### src/hdl/msdp_pkg.sv
// Package for the masked share dot product block: widths, register codes and item types.
// Used by every module under hdl; depends on nothing else.
package msdp_pkg;

    // Width of the share arithmetic; all sums wrap modulo 2^WORD.
    localparam int WORD = 32;
    // Width of every payload field and of the configuration register.
    localparam int FIELD_W = 32;
    // APB address width: the register index sits at paddr[2].
    localparam int PADDR_W = 3;

    typedef logic [WORD-1:0]    word_t;
    typedef logic [FIELD_W-1:0] field_t;

    // Register indexes, taken from paddr[PADDR_W-1:2].
    typedef enum logic [PADDR_W-3:0] {
        REG_REFRESH_RANDOM = 1'b0
    } reg_idx_t;

    // One input item.
    typedef struct packed {
        field_t act_share0;
        field_t act_share1;
        field_t wgt_share0;
        field_t wgt_share1;
        field_t bias_share0;
        field_t bias_share1;
        logic   row_last;
    } in_item_t;

    // One result item.
    typedef struct packed {
        field_t sum_share0;
        field_t sum_share1;
    } out_item_t;

    // Product stage contents handed from the multiplier to the accumulator.
    typedef struct packed {
        logic   valid;
        word_t  p00;
        word_t  p11;
        word_t  p10;
        word_t  p01;
        word_t  bias0;
        word_t  bias1;
        logic   last;
    } prod_t;

    // Low WORD bits of the product of two fields.
    function automatic word_t mul_w(input field_t a, input field_t b);
        word_t ax;
        word_t bx;
        ax = word_t'(a);
        bx = word_t'(b);
        return ax * bx;
    endfunction

endpackage

### src/hdl/msdp_cfg_regs.sv
// APB register file of the masked share dot product block: holds refresh_random.
// Depends on msdp_pkg.
module msdp_cfg_regs (
    input  logic                          clk,
    input  logic                          rst_n,
    input  logic                          psel,
    input  logic                          penable,
    input  logic                          pwrite,
    input  logic [msdp_pkg::PADDR_W-1:0]  paddr,
    input  logic [msdp_pkg::FIELD_W-1:0]  pwdata,
    output logic [msdp_pkg::FIELD_W-1:0]  prdata,
    output logic                          pready,
    output logic [msdp_pkg::FIELD_W-1:0]  refresh_random
);
    import msdp_pkg::*;

    field_t   refresh_reg;
    field_t   refresh_next;
    reg_idx_t idx;
    logic     wr_en;

    // Decode the register index and the write strobe.
    assign idx   = reg_idx_t'(paddr[PADDR_W-1:2]);
    assign wr_en = psel && penable && pwrite;
    assign pready = 1'b1;

    always_comb
    begin
        refresh_next = refresh_reg;
        if (wr_en && (idx == REG_REFRESH_RANDOM))
        begin
            refresh_next = pwdata;
        end
    end

    always_ff @(posedge clk or negedge rst_n)
    begin
        if (!rst_n)
        begin
            refresh_reg <= '0;
        end
        else
        begin
            refresh_reg <= refresh_next;
        end
    end

    // Read back; addresses beyond the register list read as zero.
    always_comb
    begin
        case (idx)
            REG_REFRESH_RANDOM: prdata = refresh_reg;
            default:            prdata = '0;
        endcase
    end

    assign refresh_random = refresh_reg;

endmodule

### config.mk
export PLATFORM = sky130hd
export DESIGN_NAME = msdp_cfg_regs
export DESIGN_NICKNAME = d
export VERILOG_FILES = /design/src/hdl/msdp_pkg.sv /design/src/hdl/msdp_cfg_regs.sv
export SDC_FILE = /design/constraint.sdc
export NUM_CORES = 1
export LEC_CHECK = 0
export BUFFER_PORTS_ARGS = -buffer_cell sky130_fd_sc_hd__buf_2
export CAP_MARGIN = 25
export CORE_ASPECT_RATIO = 1.1
export CORE_MARGIN = 2
export CORE_UTILIZATION = 39
export CTS_BUF_LIST = sky130_fd_sc_hd__clkbuf_4
export CTS_CLUSTER_DIAMETER = 120
export DETAILED_ROUTE_END_ITERATION = 12
export PLACE_DENSITY = 0.79
export SETUP_SLACK_MARGIN = 0.2
export SKIP_CTS_REPAIR_TIMING = 1
export SYNTH_ARGS = -nofsm -noshare
export SYNTH_HDL_FRONTEND = slang
export SYNTH_SLANG_ARGS = --single-unit
### constraint.sdc
create_clock -name clk -period 0.8 [get_ports clk]
set_input_delay 0.16 -clock clk [delete_from_list [all_inputs] [get_ports clk]]
set_output_delay 0.16 -clock clk [all_outputs]
set_load 0.05 [all_outputs]
* Yosys cells after proc, flatten, opt, wreduce, memory -nomap -nowiden
Cells that the tools add are included. W data, S select, Z words.
Storage, ports and cells: latch bits 0, flip-flop bits (word level) 32, output and inout port bits 65, bits in writable memories 0, logic and storage cells 6, memories kept 0, input bits 40, ROM bits 0
Cells by class: $mul 0, reduce and logical (&&, ||, !) cells 3, bitwise logic cells 1, equality and inequality tests 0, $lt $le $gt $ge 0, shift-type cells 0, mux-type cells 1, add/sub/neg operators 0, divide/modulo/power cells 0
Operator list (count):
- $mux W32 | 1
- $logic_and A1 B1 Y1 | 3
- $not A1 Y1 | 1

* Logic depth before layout (Yosys ltp)
word-level depth 3, gate-level depth with buffers 3

* Worst setup path before layout
OpenSTA, ideal clock, no wires.
kind flip-flop to output port, start point register refresh_reg[0], in the netlist refresh_random[0], end point output prdata[0] in the netlist's numbering, stages on the path, launching flop included 2, slack -0.764 ns, arrival 1.404 ns, path through dfrtp_1 -> nor2b_1
Between the ends: word-level cells in the longest chain between the ends 1
RTL lines:
- start: declaration | RTL line msdp_cfg_regs.sv:17 | field_t refresh_reg;
- start signal: assignment | RTL line msdp_cfg_regs.sv:44 | refresh_reg <= refresh_next;
- $mux W32 | RTL line msdp_cfg_regs.sv:51 | case (idx)
- end: declaration | RTL line msdp_cfg_regs.sv:11 | output logic [msdp_pkg::FIELD_W-1:0] prdata,
No other way between the ends.

* Worst setup path after layout
start point register refresh_reg[20], in the netlist refresh_random[20], end point output prdata[20] in the netlist's numbering
Same word-level chain as after synthesis.

==> out/metrics.cfg <==
[global_route]
antenna_found_initial = 0
met3_usage = 0.0499
gr-usage-met2 = 0.263
grt-busiest-layer = met2
use_met1 = 0.206
gr-total-overflow = 0
grt_pass1_vias = 1186
grt_pass1_wl_um = 5600
grtUsageTotal = 0.164
grt_max_degree = 33

[synthesis]
yosys_warnings = 0
synth-simple-area-share = 0.144
synth_top_area_frac = 0.515
synthFlopType = dfrtp_1
ys_top_cells_by_count = 32 x dfrtp_1, 32 x nor2b_1, 30 x mux2_4
async_reset_ff_frac = 1.00
avgSynthCellArea_um2 = 14.8
yosys.area.top_type = dfrtp_1
synth-seq-cells = 32
synthAdderAreaFrac = 0
synth_area_um2 = 1550
syn-num-nets = 145
synth-edff-count = 0
ys_seq_area_frac = 0.515
ys_types = 9
syn_inst = 105
synth_top_family_by_area = multiplexers
synthXorXnorAreaFrac = 0
synth.area.mux_share = 0.304
ys_top_cells_by_area = dfrtp_1 52%, mux2_4 29%, nor2b_1 13%, buf_6 2.2%, nand4b_4 1.5%
synth_compound_area_frac = 0

[setup_path]
crit_type = reg2out
crit_fanout = 3
reg2reg_depth = 2
rr_startpoint = refresh_random[16]
rrSetupSlack_ns = -0.14
end_kind = primary output
cp-start-kind = flip-flop
crit_arrival_ns = 1.07
cp.required_ns = 0.64
timing.rr.end = refresh_random[16]

[floorplan]
dieHeight_um = 70.2
dieArea_um2 = 4510
die_w_um = 64.2
start_util = 0.398
pin_count = 105
rows = 24
design.core.area_um2 = 3900

[final_layout]
layout-drive-gt1-share = 0.991
largest_reg_flops = 32
fin_nets = 260
post-route-cell-area_um2 = 2930
syn2layout_area_growth_pct = 88.5
diodes = 0

[hold_path]
worstHoldPathType = in2reg
whs_path_depth = 2
whs_endpoint = refresh_random[12]
hold_path.startpoint = pwdata[12]

[drt]
viasPerCell = 4.57
wl_per_cell_um = 16.0
ant_nets = 0
dr.pass1.iters = 4
wirelength_um = 4340
vias = 1244
first_iter_violations = 59
drc = 0

[flow_run]
max-cap-violations = 0

[placement]
hpwlAfterDp_um = 2660
port_buffers = 101
gp_congestion = 0.716
placed_area_um2 = 2440

[pwr]
p_total_mw = 8.09
ir_drop_mv = 1.53
leakagePower_nw = 1.52
power_density_nw_per_um2 = 2760

[clock_tree]
path_clk_slew_ns = 0.10
clockBufferDepth = 2
cts_tree = yes
cts.sinks = 32
htree_levels = 2
clk-insertion-delay-late_ns = 0.32
cts_buffers = 5
root_buffer = clkbuf_4

[timing]
fin_ws_ns = -0.428
min_period_ns = 1.23
fin_tns_setup_ns = -23.36
max_freq_mhz = 814
hold_ws_ns = 0.0564
hold_violations = 0
rsz0062_at_grt = true
fin_crit_sh = 1.53
slew_violations = 0
fin_skew_ns = 0
finalSetupViolCount = 76

[status]
status = finished with violations
violations = negative setup slack

worst max-delay path, cell delays in order (launching register included):
cell     delay, ns
dfrtp_2       0.44
nor2b_4       0.14
buf_6         0.16
kinds of logic (layout without fill, tap and decap cells):
logic type	after synthesis	after routing
other	1	1
muxes	32	32
DFF	32	32
buffers and inverters	7	122
and+or+nand+nor	33	33
where the power goes:
group | switching [mW] | total [mW] | internal, mW
clock | 0.521 | 0.878 | 0.357
combinational | 2.72 | 4.82 | 2.10
sequential | 0.352 | 2.40 | 2.04
total | 3.59 | 8.09 | 4.50
cell type report:
cell class              instances  area, um2
clock inverters                 1       5.00
repair buffers                115       1020
flip-flops and latches         32        841
well taps                      52       65.1
fillers                       247        975
multi-input cells              66        948
clock buffers                   6       45.0
cells in the final DEF, fill, tap and decap left out:
master and instances:
buf_12 4, buf_2 36, buf_4 19, buf_6 51, buf_8 1, clkbuf_4 9
clkinv_2 1, conb_1 1, dfrtp_2 32, dlygate4sd3_1 1, mux2_4 32, nand4b_4 1
nor2b_4 32
routing by layer:
metal,wire (um),vias to the layer above
met4,60,0
met2,2350,64
met1,1620,602
met5,0,-
met3,312,7
li1,-,571
metrics by stage:
| step | worst slack (ns) | instances | util |
|---|---|---|---|
| 6_report | -0.428 | 272 | 0.750 |
| 2_1_floorplan | -0.247 | 105 | - |
| 3_3_place_gp | -0.309 | 255 | 0.626 |
| 5_1_grt | -0.468 | 272 | 0.750 |
| 4_1_cts | -0.500 | 262 | 0.638 |
| 3_5_place_dp | -0.339 | 255 | 0.626 |
worst max path at each step:
| stage | start | end | slack (ns) | cells past startpoint |
|---|---|---|---|---|
| after floorplan | refresh_random[0] | prdata[0] | -0.25 | 1 |
| after global placement | paddr[2] | refresh_random[0] | -0.31 | 4 |
| after detailed placement | paddr[2] | refresh_random[30] | -0.34 | 4 |
| after CTS | refresh_random[13] | prdata[13] | -0.50 | 2 |
| after global routing | refresh_random[28] | prdata[28] | -0.47 | 2 |
| final | refresh_random[20] | prdata[20] | -0.43 | 2 |
Note: power is estimated with default switching activity, not from simulation.
