--- config.mk ---
export PLATFORM = sky130hd
export DESIGN_NAME = msdp_accum
export DESIGN_NICKNAME = d
export VERILOG_FILES = /design/src/hdl/msdp_pkg.sv /design/src/hdl/msdp_accum.sv
export SDC_FILE = /design/constraint.sdc
export NUM_CORES = 1
export LEC_CHECK = 0
export ABC_AREA = 0
export BUFFER_PORTS_ARGS = -buffer_cell sky130_fd_sc_hd__buf_2
export CAP_MARGIN = 25
export CORE_UTILIZATION = 59
export DETAILED_ROUTE_END_ITERATION = 10
export PLACE_DENSITY = 0.81
export SYNTH_ARGS = -nofsm -noshare
export SYNTH_HDL_FRONTEND = slang
export SYNTH_SLANG_ARGS = --single-unit
export TNS_END_PERCENT = 50
--- constraint.sdc ---
create_clock -name clk -period 7.7 [get_ports clk]
set_clock_uncertainty 0.05 [all_clocks]
set_input_delay 0.77 -clock clk [delete_from_list [all_inputs] [get_ports clk]]
set_output_delay 0.77 -clock clk [all_outputs]
set_load 0.01 [all_outputs]
--- src/hdl/msdp_pkg.sv ---
// Package for the masked share dot product block: widths, register codes and item types.
// Used by every module under hdl; depends on nothing else.
package msdp_pkg;

    // Width of the share arithmetic; all sums wrap modulo 2^WORD.
    localparam int WORD = 32;
    // Width of every payload field and of the configuration register.
    localparam int FIELD_W = 32;
    // APB address width: the register index sits at paddr[2].
    localparam int PADDR_W = 3;

    typedef logic [WORD-1:0]    word_t;
    typedef logic [FIELD_W-1:0] field_t;

    // Register indexes, taken from paddr[PADDR_W-1:2].
    typedef enum logic [PADDR_W-3:0] {
        REG_REFRESH_RANDOM = 1'b0
    } reg_idx_t;

    // One input item.
    typedef struct packed {
        field_t act_share0;
        field_t act_share1;
        field_t wgt_share0;
        field_t wgt_share1;
        field_t bias_share0;
        field_t bias_share1;
        logic   row_last;
    } in_item_t;

    // One result item.
    typedef struct packed {
        field_t sum_share0;
        field_t sum_share1;
    } out_item_t;

    // Product stage contents handed from the multiplier to the accumulator.
    typedef struct packed {
        logic   valid;
        word_t  p00;
        word_t  p11;
        word_t  p10;
        word_t  p01;
        word_t  bias0;
        word_t  bias1;
        logic   last;
    } prod_t;

    // Low WORD bits of the product of two fields.
    function automatic word_t mul_w(input field_t a, input field_t b);
        word_t ax;
        word_t bx;
        ax = word_t'(a);
        bx = word_t'(b);
        return ax * bx;
    endfunction

endpackage

--- src/hdl/msdp_accum.sv ---
// Product summing, share accumulators and output register of the masked share
// dot product block. Depends on msdp_pkg.
module msdp_accum (
    input  logic                          clk,
    input  logic                          rst_n,
    input  logic                          advance,
    input  msdp_pkg::prod_t               prod,
    input  logic [msdp_pkg::FIELD_W-1:0]  refresh_random,
    output logic                          out_valid,
    output msdp_pkg::out_item_t           out_item
);
    import msdp_pkg::*;

    // Summed products stage.
    logic      sum_valid_reg;
    word_t     psum0_reg;
    word_t     psum1_reg;
    word_t     bias0_reg;
    word_t     bias1_reg;
    logic      last_reg;

    // Share accumulators and row state.
    word_t     acc_zero_reg;
    word_t     acc_one_reg;
    logic      row_open_reg;
    word_t     acc_zero_next;
    word_t     acc_one_next;
    logic      row_open_next;
    word_t     seed0;
    word_t     seed1;

    // Output register.
    logic      out_valid_reg;
    logic      out_valid_next;
    out_item_t out_item_reg;
    out_item_t out_item_next;

    // A row that has not opened yet starts from the refresh random and its negation.
    always_comb
    begin
        if (row_open_reg)
        begin
            seed0 = acc_zero_reg;
            seed1 = acc_one_reg;
        end
        else
        begin
            seed0 = word_t'(refresh_random);
            seed1 = word_t'(0) - word_t'(refresh_random);
        end
    end

    // Accumulate, and close the row on its last item.
    always_comb
    begin
        acc_zero_next  = acc_zero_reg;
        acc_one_next   = acc_one_reg;
        row_open_next  = row_open_reg;
        out_valid_next = 1'b0;
        out_item_next.sum_share0 = field_t'(seed0 + psum0_reg + bias0_reg);
        out_item_next.sum_share1 = field_t'(seed1 + psum1_reg + bias1_reg);
        if (sum_valid_reg)
        begin
            acc_zero_next  = seed0 + psum0_reg;
            acc_one_next   = seed1 + psum1_reg;
            row_open_next  = !last_reg;
            out_valid_next = last_reg;
        end
    end

    always_ff @(posedge clk or negedge rst_n)
    begin
        if (!rst_n)
        begin
            sum_valid_reg <= 1'b0;
            acc_zero_reg  <= '0;
            acc_one_reg   <= '0;
            row_open_reg  <= 1'b0;
            out_valid_reg <= 1'b0;
        end
        else if (advance)
        begin
            sum_valid_reg <= prod.valid;
            acc_zero_reg  <= acc_zero_next;
            acc_one_reg   <= acc_one_next;
            row_open_reg  <= row_open_next;
            out_valid_reg <= out_valid_next;
        end
    end

    // Payload registers need no reset.
    always_ff @(posedge clk)
    begin
        if (advance)
        begin
            psum0_reg    <= prod.p11 + prod.p00;
            psum1_reg    <= prod.p10 + prod.p01;
            bias0_reg    <= prod.bias0;
            bias1_reg    <= prod.bias1;
            last_reg     <= prod.last;
            out_item_reg <= out_item_next;
        end
    end

    assign out_valid = out_valid_reg;
    assign out_item  = out_item_reg;

endmodule
==> Word level (Yosys, flattened, before mapping) <==
Cells that the tools add are included.
{ "op_classes": {"mux": 3, "addsub": 7, "n_reduce_logical": 2} }
{ "ops": {"columns": ["operator", "count"], "rows": [
  ["adder 32 bit", 6],
  ["two-way mux 32 bit", 2],
  ["subtractor 1 x 32 -> 32 bit (first input constant)", 1],
  ["AND reduction 2 bit", 1],
  ["zero test 1 bit", 1],
  ["two-way mux 1 bit", 1]
]} }
{ "word_totals": {"regBits": 260, "word_cells": 24, "input_bits": 229, "out_inout_bits": 65} }

==> Depth between registers and ports, before layout <==
Gate-level depths: netlist of the first run.
{ "depth": {"word_depth": 4, "ltp_mapped": 28, "ltp_nobuf": 28} }

==> Least setup slack after synthesis of the first run <==
Ideal clock, no wire load.
{ "synth_path": {"kind": "in2reg", "start": "input refresh_random[5] in the netlist's numbering", "end": "register out_item_reg, in the netlist out_item[30] (data pin)", "required_ns": 7.392, "arrival_ns": 5.504, "setup_time_ns": 0.258, "stages": 25, "setup_slack_ns": 1.889, "n_path_buf": 1, "cell_sequence": "nor4_2 -> nand2_1 -> or2_2 -> a21oi_1 -> a21oi_1 -> ha_1 -> a2111oi_0 -> o21ai_1 -> a211oi_1 -> o21ai_0 -> and2_1 -> o21ai_0 -> nand2b_1 -> xor2_1 -> ha_1 -> clkbuf_1 -> a21o_1 -> a21o_1 -> a211o_1 -> o211ai_1 -> a21oi_1 -> o311ai_0 -> o21ai_0 -> a21oi_1 -> xnor2_1"} }
{ "synth_lines": {"columns": ["item", "line_no", "source"], "rows": [
  ["start: declaration", "msdp_accum.sv:8", "input logic [msdp_pkg::FIELD_W-1:0] refresh_random,"],
  ["end signal: assignment", "msdp_accum.sv:101", "out_item_reg <= out_item_next;"],
  ["end: declaration", "msdp_accum.sv:35", "out_item_t out_item_reg;"]
]} }

==> results of run 1 <==
[Yosys cell counts, types with 10 or more instances]
cell	count	area, sq um
sky130_fd_sc_hd__o21ai_0	129	645.6
sky130_fd_sc_hd__nor2_1	124	465.5
sky130_fd_sc_hd__a21oi_1	169	845.8
sky130_fd_sc_hd__inv_1	71	266.5
sky130_fd_sc_hd__o211ai_1	17	127.6
sky130_fd_sc_hd__xor2_1	62	543.0
sky130_fd_sc_hd__mux2_2	82	923.4
sky130_fd_sc_hd__o31ai_1	10	75.07
sky130_fd_sc_hd__nor3_1	37	185.2
sky130_fd_sc_hd__a211oi_1	10	75.07
sky130_fd_sc_hd__nand2_1	159	596.8
sky130_fd_sc_hd__a21boi_0	11	82.58
sky130_fd_sc_hd__xnor2_1	114	998.5
sky130_fd_sc_hd__nand3_1	38	190.2
sky130_fd_sc_hd__and3_1	19	118.9
sky130_fd_sc_hd__dfrtp_1	67	1677
sky130_fd_sc_hd__a31oi_1	18	112.6
sky130_fd_sc_hd__or3_1	10	62.56
sky130_fd_sc_hd__and2_1	16	100.1
sky130_fd_sc_hd__o21a_1	26	195.2
sky130_fd_sc_hd__a21o_1	78	585.6
sky130_fd_sc_hd__o21bai_1	23	172.7
sky130_fd_sc_hd__edfxtp_1	193	5796
sky130_fd_sc_hd__ha_1	188	2352
sky130_fd_sc_hd__nand4_1	21	131.4
sky130_fd_sc_hd__nor2b_1	29	181.4
sky130_fd_sc_hd__nand2b_1	28	175.2
sky130_fd_sc_hd__clkbuf_1	42	157.7
[how the worst max path moves through the flow]
stage                           start  cells after the start  slack (ps)           end
floorplan           refresh_random[5]                     25        1890  out_item[30]
global placement    refresh_random[5]                     25        1050  out_item[30]
detailed placement  refresh_random[5]                     25         870  out_item[30]
CTS                 refresh_random[5]                     25        1390  out_item[30]
global route        refresh_random[5]                     25         540  out_item[30]
finish              refresh_random[5]                     25        1250  out_item[30]
[layout by cell type, fill, tap and decap left out, drive strengths merged, types with 19 or more instances in the layout]
cell type  synthesis  routed
nor3              37      37
dfrtp             67      67
buf                2     300
nor2b             29      29
nor2             124     124
mux2              82      82
nand2            159     159
o21a              26      26
xnor2            115     115
a21oi            169     169
xor2              62      62
and3              19      19
ha               188     188
clkbuf            43      37
o21ai            131     131
edfxtp           193     193
nand2b            28      28
a21o              78      78
nand4             22      22
inv               71      71
o21bai            23      23
nand3             38      38
[worst max-delay path, stage by stage]
cell and delay (ps):
sky130_fd_sc_hd__buf_2 130, sky130_fd_sc_hd__nor4_2 470, sky130_fd_sc_hd__nand2_1 160, sky130_fd_sc_hd__or2_2 350, sky130_fd_sc_hd__nor2_1 170, sky130_fd_sc_hd__nand2_1 120
sky130_fd_sc_hd__nor3_1 240, sky130_fd_sc_hd__xor2_1 170, sky130_fd_sc_hd__o21ai_0 110, sky130_fd_sc_hd__ha_1 400, sky130_fd_sc_hd__a21oi_1 160, sky130_fd_sc_hd__o21ai_0 120
sky130_fd_sc_hd__a21oi_1 160, sky130_fd_sc_hd__o21ai_0 80, sky130_fd_sc_hd__or3_1 470, sky130_fd_sc_hd__a21o_1 260, sky130_fd_sc_hd__a21boi_0 220, sky130_fd_sc_hd__xnor2_1 170
sky130_fd_sc_hd__ha_1 340, sky130_fd_sc_hd__a2111oi_0 590, sky130_fd_sc_hd__inv_1 90, sky130_fd_sc_hd__o311ai_0 510, sky130_fd_sc_hd__o21ai_0 190, sky130_fd_sc_hd__a21oi_1 200
sky130_fd_sc_hd__xnor2_1 80
[metal layers]
metal	share of wire	up-vias	wire length (um)
li1	-	7746	-
met1	0.41	7508	20670
met2	0.47	619	23590
met3	0.077	108	3842
met4	0.034	6	1704
met5	0.00068	-	34
[report_power, final]
group / switching [mW] / total [mW] / internal, mW / leakage, nW
clock: 0.575 / 1.39 / 0.819 / 0.476
sequential: 0.188 / 2.38 / 2.19 / 2.68
combinational: 3.10 / 5.38 / 2.28 / 6.46
total: 3.87 / 9.16 / 5.29 / 9.62
[final cells by class]
type / instances / share of cell area
well taps: 402 / 0.02295
repair buffers: 301 / 0.07152
clock inverters: 17 / 0.007420
multi-input cells: 1546 / 0.5085
diodes: 7 / 0.0007991
clock buffers: 36 / 0.03573
inverters: 71 / 0.01216
flip-flops and latches: 260 / 0.3409
[cells by family (layout without fill, tap and decap cells)]
group           after synthesis  count (layout)
compound gates              564             564
xor+xnor                    178             178
fa+ha+maj                   194             194
buf+inv                     116             425
flops                       260             260
mux                          89              89
other cells                   0               7
simple gates                521             521
==> results by stage, run 1 <==
Outcome:
- The flow ran to the end, and the final reports show no timing, DRC or antenna violations.

Yosys:
- The share of the Yosys chip area taken by registers is 0.3920.
- The synthesized-area fraction occupied by xor and xnor cells is 0.08290.
- In this run the mean area of a mapped cell was 9.918 sq um.
- The count of flip-flops with a built-in enable after synthesis is 193.
- Synthesis produced a netlist with a net count of approximately 2300.
- The number of synthesized register bits is 260.
- The mapped netlist covers between 15000 and 20000 sq um.
- By area, the combinational part of the netlist is dominated by compound AO/OA/AOI/OAI gates.
- The synthesized netlist contains 74 unique library cells.
- Yosys printed 0 warnings.
- The async set-or-reset flop fraction in the synthesized netlist is 0.2577.
- Measured against the total synthesized area, the mux share comes to 0.05211.
- The synthesized-area fraction occupied by adder cells is 0.1297.
- For this run, the leading register cell type out of synthesis is sky130_fd_sc_hd__edfxtp_1.
- Synthesis produced a netlist whose cell count is 1922.
- The complex-gate fraction of the synthesized area is 0.1871.
- Of the total synthesized cell area, the portion taken by AND, OR, NAND and NOR gates is 0.1329.

Clock tree:
- The count of cells resized by post-cts repair is 0.
- CTS built an H-tree with a depth of 1.
- The clock transition at the registers of the reported paths is 60 ps.
- The longest clock path from root to sink contains 3 buffers.
- The number of hold buffers added after CTS was 0.
- The tree is rooted in a sky130_fd_sc_hd__clkbuf_16.
- Counting every sink on the clock net gives 260.
- Clock latency on the worst-skew pair, taken at its later pin, is 550 ps.
- Buffers added to address setup during post-CTS repair amount to 0.
- In this run, CTS created clock tree buffers numbering 29.
- The clock tree from TritonCTS is built.

Layout:
- The multi-input combinational cell area is 11150 sq um.
- The number of flip-flops under the largest register name is 64.
- Once layout is complete, the utilization of the core stands at 0.6929.
- After routing the design area is 21920 sq um.
- Of the cells placed in the final design, the portion with a size suffix greater than 1 is 0.2035.
- Relative to the synthesized area, the layout overhead comes to 14.99%.
- The area of all sequential standard cells is 7473 sq um.
- The final non-filler cell total is about 2600.
- The final-stage net count is roughly 2600.
- The number of inserted filler cells in the final layout is 2481.

Global routing:
- The global routing stage identified its most utilized layer as met2.
- For met2 alone, demand over resource in global routing was 0.4963.
- The via count of the first global-routing pass is 15320.
- The initial antenna violation count is 10.
- The first global-routing pass estimated 77910 um of wire.
- The global routing usage on met1 is 0.3821.
- The global router's overall resource usage is 0.2955.
- The pin count of the biggest net entering global routing is 79.
- The residual overflow from global routing is 0.
- For this run, global-route usage on met3 was measured as 0.05375.

Setup path:
- The peak fanout along the critical path is 8.
- In this run the critical register-to-register path is launched from row_open_reg.
- The kind of start point of the critical path is an input pin.
- The arrival time at the worst endpoint is 6710 ps.
- The flop-to-flop setup slack is 1490 ps.
- The kind of critical path is in -> reg.
- For the worst setup path, the data required time is 7950 ps.
- Counting cells, the worst reg-to-reg path comes to 20.
- STA classifies the critical path endpoint as a flop.
- The endpoint of the most critical register-to-register path is out_item[60].

Floorplan:
- The floorplan step set the die height to 181.8 um.
- The chip width is 181.8 um.
- Pin placement for this block handled 294 I/O pins.
- The initial utilization of the core area, before any placement, comes to 0.6026.
- Row generation in the floorplan step produced between 60 and 70 rows.
- The placeable core region is 31640 sq um.
- The floorplan die area is 33030 sq um.

Power:
- The post-layout total power is 9.161 mW.
- The power density of the placed cells is 417.9 nW/um^2.
- The peak ir drop on the vdd network is 0.0003265 V.
- For this design the static power due to leakage is 9.625 nW.

Routing:
- After detailed routing, the average wire length per cell comes to 18.88 um.
- The via density per instance is 6.056.
- For this block, the initial DRC count from the detailed router was 1339.
- Across all layers, the routed design uses 15990 vias.
- The number of DRC violations after detailed routing is 0.
- The routed design has ~50000 um of wire.
- In this run the remaining antenna-violating nets after routing total 0.
- The first-pass detailed-route iteration total is 5.

Place:
- Once placement finished, the instance area stood at 20930 sq um.
- The worst slack at placement is 865.8 ps.
- The detailed placement HPWL is a little under 40000 um.
- In this run, placement finished with an instance count of 2579.
- The congestion estimate from routability-driven global placement came to 0.9745.
- The port buffer count is ~290.

Worst hold path:
- In this run the worst hold path is classified as in -> async.

Timing:
- Once routing completed, OpenROAD measured the worst setup slack at 1248 ps.
- Static timing analysis puts the maximum clock frequency at about 0.15 GHz.
- For the finished layout, the period the worst path requires is 6452 ps.
- The final period utilization is 0.8380.
- Setup violations remaining at the end of the flow were counted as 0.
- The worst slew margin relative to its limit is 0.3778.
- Adding up every negative setup slack in the final design gives 0 ps.
- At the pin with the least slew margin, the transition time is between 900 and 1000 ps.
- The final count of pins violating max slew came to 0.
- The worst slack on hold paths is 41.73 ps.
- The hold violation count in the final report is 0.
- Setup repair after global routing left no endpoint under its margin.

Run:
- Across the run, the number of max-cap violations was 0.
Power figures use the tool's default switching activity.
==> run 2: changes to the inputs <==
clock period = 6.3 ns   (was 7.7 ns; I/O delays follow)
==> run 2 against run 1 <==
  * Wire length grew 2.2%
  * Hold slack better by 140 ps
  * Power up 25%
  * Cell area up 1.1%
  * Register-to-register slack worse by 1100 ps
  * Highest routed layer unchanged
==> results by stage, run 2 (same netlist as run 1, synthesis figures left out) <==
Setup path:
- The critical path is of the in -> reg type.
- The data required time at the worst endpoint is 6560 ps (-1390 ps).
- The beginning of the critical path is refresh_random[5].
- The arrival time at the worst endpoint is 6230 ps (-480 ps).
- The peak fanout along the critical path is 5 (-3).
- The worst setup path is captured at a flop.
- The kind of start point of the critical path is an input pin.
- The origin of the critical flop-to-flop path is row_open_reg.

Routing:
- The total length of routed wires is 50930 um (+2.2%).
- The total via count after detailed routing is 16210 (+1.4%).
- The number of DRC violations after detailed routing is 0 (unchanged).
- The number of nets with antenna violations after routing is 0 (unchanged).
- The first-pass detailed-route iteration total is 5 (unchanged).
- The number of violations reported at the end of detailed-routing iteration 0 is 1142 (-15%).
- The average wire per standard cell is 19.14 um (+1.4%).
- The via density per instance is 6.093 (+0.62%).

Outcome:
- The run finished with clean final reports.

Timing:
- The final count of pins violating max slew was 0 (unchanged).
- The final period utilization is 0.9484.
- The pin slew with the least headroom to its limit was 918.4 ps (-14.89 ps).
- The highest clock rate is between 0.15 and 0.2 GHz.
- Counting I/O delays and the setup requirement, the final critical path takes 5975 ps.
- The worst slew margin relative to its limit is 0.3877 (+0.009927).
- The accumulated negative setup slack is 0 ps (unchanged).
- The setup-violating endpoint count in the final report is 0 (unchanged).
- The hold violation count in the final report was 0 (unchanged).
- Setup repair after global routing left no endpoint under its margin.
- The worst slack on hold paths came to 177.3 ps (+135.5 ps).

Place:
- The cell total after placement is 2597 (+0.70%).
- The detailed placement HPWL is 39610 um (+2.0%).
- The port buffer count is 293 (unchanged).
- The placer congestion estimate is 0.9760 (+0.15%).

Layout:
- Leaving out fill and tap cells, the most frequent cell in the layout is sky130_fd_sc_hd__buf_2.
- The number of inserted filler cells in the final layout was 2438 (-1.7%).
- The final-stage net count is 2652 (+0.76%).
- The share of cells above drive strength 1 was 0.2126 (+0.009109).
- The final non-filler cell total is 2661 (+0.80%).
- The core utilization of the finished layout is 0.7005 (+0.007554).
- The area overhead of the layout relative to synthesis is 16.24%.
- The area of all sequential standard cells came to 7473 sq um (unchanged).
- The multi-input combinational cell area is 11160 sq um (+0.11%).
- Leaving out fill and tap cells, the most frequent cells in the layout are 292 x sky130_fd_sc_hd__buf_2, 193 x sky130_fd_sc_hd__edfxtp_1, 188 x sky130_fd_sc_hd__ha_1, 169 x sky130_fd_sc_hd__a21oi_1, 159 x sky130_fd_sc_hd__nand2_1.
- The number of flip-flops under the largest register name is 64 (unchanged).

Global routing:
- The global router's overall resource usage is 0.2985 (+0.002977).
- The global-route wire length before repair is 78560 um (+0.82%).
- The via count of the first global-routing pass is 15440 (+0.74%).
- The initial antenna violation count is 8 (-2).
- The pin count of the biggest net entering global routing is 71 (-10%).
- The residual overflow from global routing is 0 (unchanged).

Floorplan:
- The starting utilization of the core area is 0.6026 (unchanged).
- The floorplan die area came to 33030 sq um (unchanged).
- The chip width is 181.8 um (unchanged).
- The y dimension of the die is 181.8 um (unchanged).
- The I/O pin count came to 294 (unchanged).
- The site row count is 65 (unchanged).
- The placeable core region came to 31640 sq um (unchanged).

Clock tree:
- The H-tree depth is 1 (unchanged).
- The tree is rooted in a sky130_fd_sc_hd__clkbuf_16.
- TritonCTS built the clock tree.
- The TritonCTS sink count is 260 (unchanged).
- The number of clock buffers inserted by TritonCTS is 30 (+3.4%).
- The clock insertion delay at the later pin of the skew report is 580 ps (+30 ps).
- The clock transition at the registers of the reported paths is 60 ps (about the same).
- The clock tree buffer depth is 3 (unchanged).

Power:
- The post-layout total power was 11.49 mW (+25%).
- The peak ir drop on the vdd network is 0.0003698 V (+13%).
- The cell leakage power is 9.739 nW (+1.2%).
- The power density of the placed cells is 518.6 nW/um^2 (+24%).

Worst hold path:
- The worst hold path begins at prod[13].
- The worst hold-check path type is in -> reg.

Run:
- The number of maximum-capacitance violations is 0 (unchanged).
==> run 2: area by class of cell <==
class / instances / share of cell area
Multi-Input combinational cell: 1546 / 0.5036
Tap cell: 402 / 0.02270
Antenna cell: 6 / 0.0006775
Clock inverter: 24 / 0.01237
Sequential cell: 260 / 0.3372
Clock buffer: 32 / 0.03467
Inverter: 71 / 0.01203
Timing Repair Buffer: 320 / 0.07673
==> run 2: metrics by stage <==
stage / area, sq um / setup slack (ps)
6_report: 22160 / 325.3
5_1_grt: 22150 / 15.45
3_5_place_dp: 21050 / -76.52
2_1_floorplan: 19060 / 628.7
4_1_cts: 22090 / 389.0
3_3_place_gp: 21050 / 56.12
==> run 2: critical path, cell delays in order <==
cell	delay, ps
sky130_fd_sc_hd__buf_2	130
sky130_fd_sc_hd__nor4_2	380
sky130_fd_sc_hd__nand2_1	140
sky130_fd_sc_hd__or2_2	340
sky130_fd_sc_hd__nor4_1	280
sky130_fd_sc_hd__xor2_1	100
sky130_fd_sc_hd__o21ai_0	300
sky130_fd_sc_hd__ha_1	340
sky130_fd_sc_hd__a21o_1	170
sky130_fd_sc_hd__a221o_1	410
sky130_fd_sc_hd__a31oi_1	430
sky130_fd_sc_hd__a21oi_1	130
sky130_fd_sc_hd__o21ai_0	220
sky130_fd_sc_hd__nor3b_1	310
sky130_fd_sc_hd__nor2_1	100
sky130_fd_sc_hd__ha_1	360
sky130_fd_sc_hd__a21oi_1	170
sky130_fd_sc_hd__o211ai_1	120
sky130_fd_sc_hd__a21oi_1	260
sky130_fd_sc_hd__a21oi_1	160
sky130_fd_sc_hd__a21o_1	220
sky130_fd_sc_hd__o41a_1	360
sky130_fd_sc_hd__xnor3_1	190
==> run 2: what timing repair did <==
action | CTS | global route
gates resized for setup | 0 | 3
buffers inserted | 0 | 0
endpoints found under the setup margin | 0 | 3
hold endpoints to repair | 0 | 13
hold buffers | 0 | 1
==> run 2: final timing paths <==
path	endpoint	slack, ps	depth (start not counted)
setup / recovery	out_item[31]	330	23
hold / removal	bias1_reg[12]	180	1
setup reg to reg	out_item[62]	370	20
hold reg to reg	acc_one_reg[4]	430	2
max in group asynchronous	row_open_reg	5100	4
min in group asynchronous	acc_one_reg[11]	510	3
==> run 2: layer usage <==
layer,global-route usage,routed length [um]
met5,0,35
met4,0.09864,1601
met3,0.04593,3410
met2,0.5092,24440
met1,0.3876,21440
==> run 2: where the power goes <==
group | internal (mW) | switching, mW
Clock | 1.09 | 0.743
Combinational | 2.87 | 3.88
Sequential | 2.68 | 0.230
Total | 6.64 | 4.85
==> run 3: changes to the inputs <==
CORE_UTILIZATION = 45   (was 59)
PLACE_DENSITY = 0.65   (was 0.81)
==> run 3 against run 2 <==
  * Utilization down 17 points
  * Cell area up 0.74%
  * Sequential power about the same
  * Maximum frequency down 0.29%
  * Global-route usage down 5.8 points
  * Power down 0.67%
  * Non-clock buffer count up 10
  * Clock power down 5%
  * Critical path type is now reg -> reg
==> results by stage, run 3 (same netlist as run 1, synthesis figures left out) <==
Timing:
- Setup repair after global routing could not meet its margin everywhere.
- The worst slew margin relative to its limit is 0.3252 (-0.06259).
- The setup-violating endpoint count in the final report is 0 (unchanged).
- The highest clock rate was 0.1669 GHz (-0.29%).
- The hold violation count in the final report was 0 (unchanged).
- The final period demand of the worst path is 5992 ps (+17.63 ps).
- The accumulated negative setup slack came to 0 ps (unchanged).
- The final period utilization is 0.9512 (+0.002799).
- The pin slew with the least headroom to its limit was 1012 ps (+93.89 ps).
- The final count of pins violating max slew is 0 (unchanged).
- The final worst setup slack is 307.7 ps (-17.63 ps).

Floorplan:
- The chip width is 207.8 um (+14%).
- The site row count came to 75 (+15%).
- The I/O pin count is 294 (unchanged).
- The placeable core region was 41850 sq um (+32%).
- The starting utilization of the core area came to 0.4555 (-0.1471).
- The y dimension of the die is 207.8 um (+14%).
- The floorplan die area is 43190 sq um (+31%).

Global routing:
- The global router's overall resource usage is 0.2409 (-0.05754).
- The via count of the first global-routing pass was 15380 (-0.36%).
- The pin count of the biggest net entering global routing is 72 (+1.4%).
- The initial antenna violation count is 6 (-2).
- The global-route wire length before repair was 82620 um (+5.2%).
- The residual overflow from global routing is 0 (unchanged).

Routing:
- The total via count after detailed routing was 15920 (-1.8%).
- The total length of routed wires is 53030 um (+4.1%).
- The first-pass detailed-route iteration total is 8 (+3).
- The number of DRC violations after detailed routing is 0 (unchanged).
- The via density per instance came to 5.672 (-6.9%).
- The average wire per standard cell came to 18.89 um (-1.3%).
- The number of violations reported at the end of detailed-routing iteration 0 is 1089 (-4.6%).
- The number of nets with antenna violations after routing is 0 (unchanged).

Clock tree:
- The TritonCTS sink count is 260 (unchanged).
- The clock tree buffer depth came to 3 (unchanged).
- The H-tree depth is 1 (unchanged).
- The number of clock buffers inserted by TritonCTS came to 31 (+3.3%).
- TritonCTS built the clock tree.
- The clock transition at the registers of the reported paths is 60 ps (about the same).
- The library cell used as clock root buffer is sky130_fd_sc_hd__clkbuf_16.
- The clock insertion delay at the later pin of the skew report is 590 ps (about the same).
- The post-CTS setup buffer count is 0 (unchanged).

Layout:
- The final-stage net count is 2663 (+0.41%).
- The post-route cell area is 22320 sq um (+0.74%).
- Leaving out fill and tap cells, the most frequent cell in the layout is sky130_fd_sc_hd__buf_2.
- The library cells used most frequently in the layout, excluding fill and tap cells, are 292 x sky130_fd_sc_hd__buf_2, 193 x sky130_fd_sc_hd__edfxtp_1, 188 x sky130_fd_sc_hd__ha_1, 169 x sky130_fd_sc_hd__a21oi_1, 159 x sky130_fd_sc_hd__nand2_1.
- The area overhead of the layout relative to synthesis is 17.10%.
- The number of flip-flops under the largest register name is 64 (unchanged).
- The share of cells above drive strength 1 is 0.2088 (-0.003775).
- The core utilization of the finished layout came to 0.5334 (-0.1671).

Place:
- The placer congestion estimate came to 0.9088 (-6.9%).
- The detailed placement HPWL is 41960 um (+5.9%).
- The cell area reported after detailed placement is 21300 sq um (+1.2%).
- The port buffer count is 293 (unchanged).
- The worst slack at placement was -37.45 ps (+39.08 ps).

Power:
- The fraction of power consumed by combinational cells is 0.592 (+0.005).
- The sequential power share is 0.255 (+0.002).
- The cell-internal power is 6.624 mW (-0.30%).
- The power density of the placed cells was 511.3 nW/um^2 (-1.4%).
- The peak ir drop on the vdd network is 0.0002318 V (-37%).
- The cell leakage power is 9.745 nW (about the same).
- The post-layout total power is 11.41 mW (-0.67%).
- The net load switching power is 4.791 mW (-1.2%).
- The switching portion of total power is 0.4197 (-0.002179).
- The share of total power in the clock network came to 0.152 (-0.008).

Worst hold path:
- The hold path depth came to 1 (unchanged).
- The startpoint of the worst hold path is prod[22].
- The end point of the worst hold path is bias1_reg[21].
- The worst hold-check path type is in -> reg.

Setup path:
- The critical path endpoint category is a flop.
- The peak fanout along the critical path is 16 (+11).
- The kind of start point of the critical path is a flop.
- In this run the critical register-to-register path is captured at out_item[60].
- The arrival time at the worst endpoint is 6370 ps (+140 ps).
- The worst reg2reg path depth is 19 (-5.0%).
- The flop-to-flop setup slack was 310 ps (-60 ps).
- The data required time at the worst endpoint was 6680 ps (+120 ps).
- The kind of critical path is reg -> reg.
- In this run the critical register-to-register path is launched from row_open_reg.

Run:
- The number of maximum-capacitance violations is 0 (unchanged).

Outcome:
- The run finished with clean final reports.
[run 3: cell count changes in the layout (fill, tap and decap cells not counted), sizes merged]
cell | previous run | this run
clkbuf | 33 | 44
buf | 318 | 328
clkinv | 14 | 10
clkinvlp | 5 | 1
diode | 6 | 3
bufinv | 5 | 3
inv | 71 | 72
[run 3: worst max path at each step]
stage | to | start | slack (ps)
floorplan | out_item[30] | refresh_random[5] | 630
global placement | out_item[30] | refresh_random[5] | 40
detailed placement | out_item[30] | refresh_random[5] | -40
CTS | out_item[60] | row_open_reg | 360
global route | out_item[31] | refresh_random[5] | -10
finish | out_item[60] | row_open_reg | 310
[run 3: timing repair]
item,4_1_cts,5_1_grt
hold endpoints to repair,0,11
hold buffers,0,1
setup endpoints to repair,0,4
gates resized for setup,0,3
[run 3: through the flow]
stage	instances	hold slack, ps
CTS	2802	131.2
floorplan	1922	284.4
detailed placement	2744	407.9
finish	2807	163.6
global placement	2744	404.3
global route	2805	138.8
[run 3: area by class of cell]
type                            count  area (sq um)
Fill cell                        3834         19530
Clock inverter                     15         145.1
Multi-Input combinational cell   1546         11160
Tap cell                          539         674.4
Sequential cell                   260          7473
Antenna cell                        3         7.507
Inverter                           71         266.5
Timing Repair Buffer              330          1775
Clock buffer                       43         820.8
[run 3: metal layers]
layer | global-route usage | up-vias | wire length, um
li1 | - | 7816 | -
met1 | 0.3323 | 7526 | 24340
met2 | 0.3986 | 478 | 24380
met3 | 0.03283 | 92 | 2880
met4 | 0.06054 | 10 | 1375
met5 | 0 | - | 57
[run 3: worst max-delay path, stage by stage (launching register included)]
cell                       delay (ps)
sky130_fd_sc_hd__dfrtp_2          550
sky130_fd_sc_hd__buf_4            320
sky130_fd_sc_hd__mux2_2           370
sky130_fd_sc_hd__ha_1             330
sky130_fd_sc_hd__and3_1           180
sky130_fd_sc_hd__nand3_1           70
sky130_fd_sc_hd__o21ai_0          390
sky130_fd_sc_hd__a31oi_1          240
sky130_fd_sc_hd__o311ai_0         430
sky130_fd_sc_hd__xor2_1           290
sky130_fd_sc_hd__ha_1             360
sky130_fd_sc_hd__and4_1           240
sky130_fd_sc_hd__and3_1           220
sky130_fd_sc_hd__nand2b_1          70
sky130_fd_sc_hd__o21ai_0          180
sky130_fd_sc_hd__o31ai_1          480
sky130_fd_sc_hd__buf_4            210
sky130_fd_sc_hd__a31oi_2          150
sky130_fd_sc_hd__or4b_1           550
sky130_fd_sc_hd__nand3_1          130
[run 3: power groups by stage]
stage               logic (mW)  clock network, mW  registers (mW)
global route              7.43               1.85            2.97
CTS                       6.68               1.78            2.92
detailed placement        6.63                  0            2.95
finish                    6.76               1.74            2.91
floorplan                 4.69                  0            2.98
global placement          6.53                  0            2.94
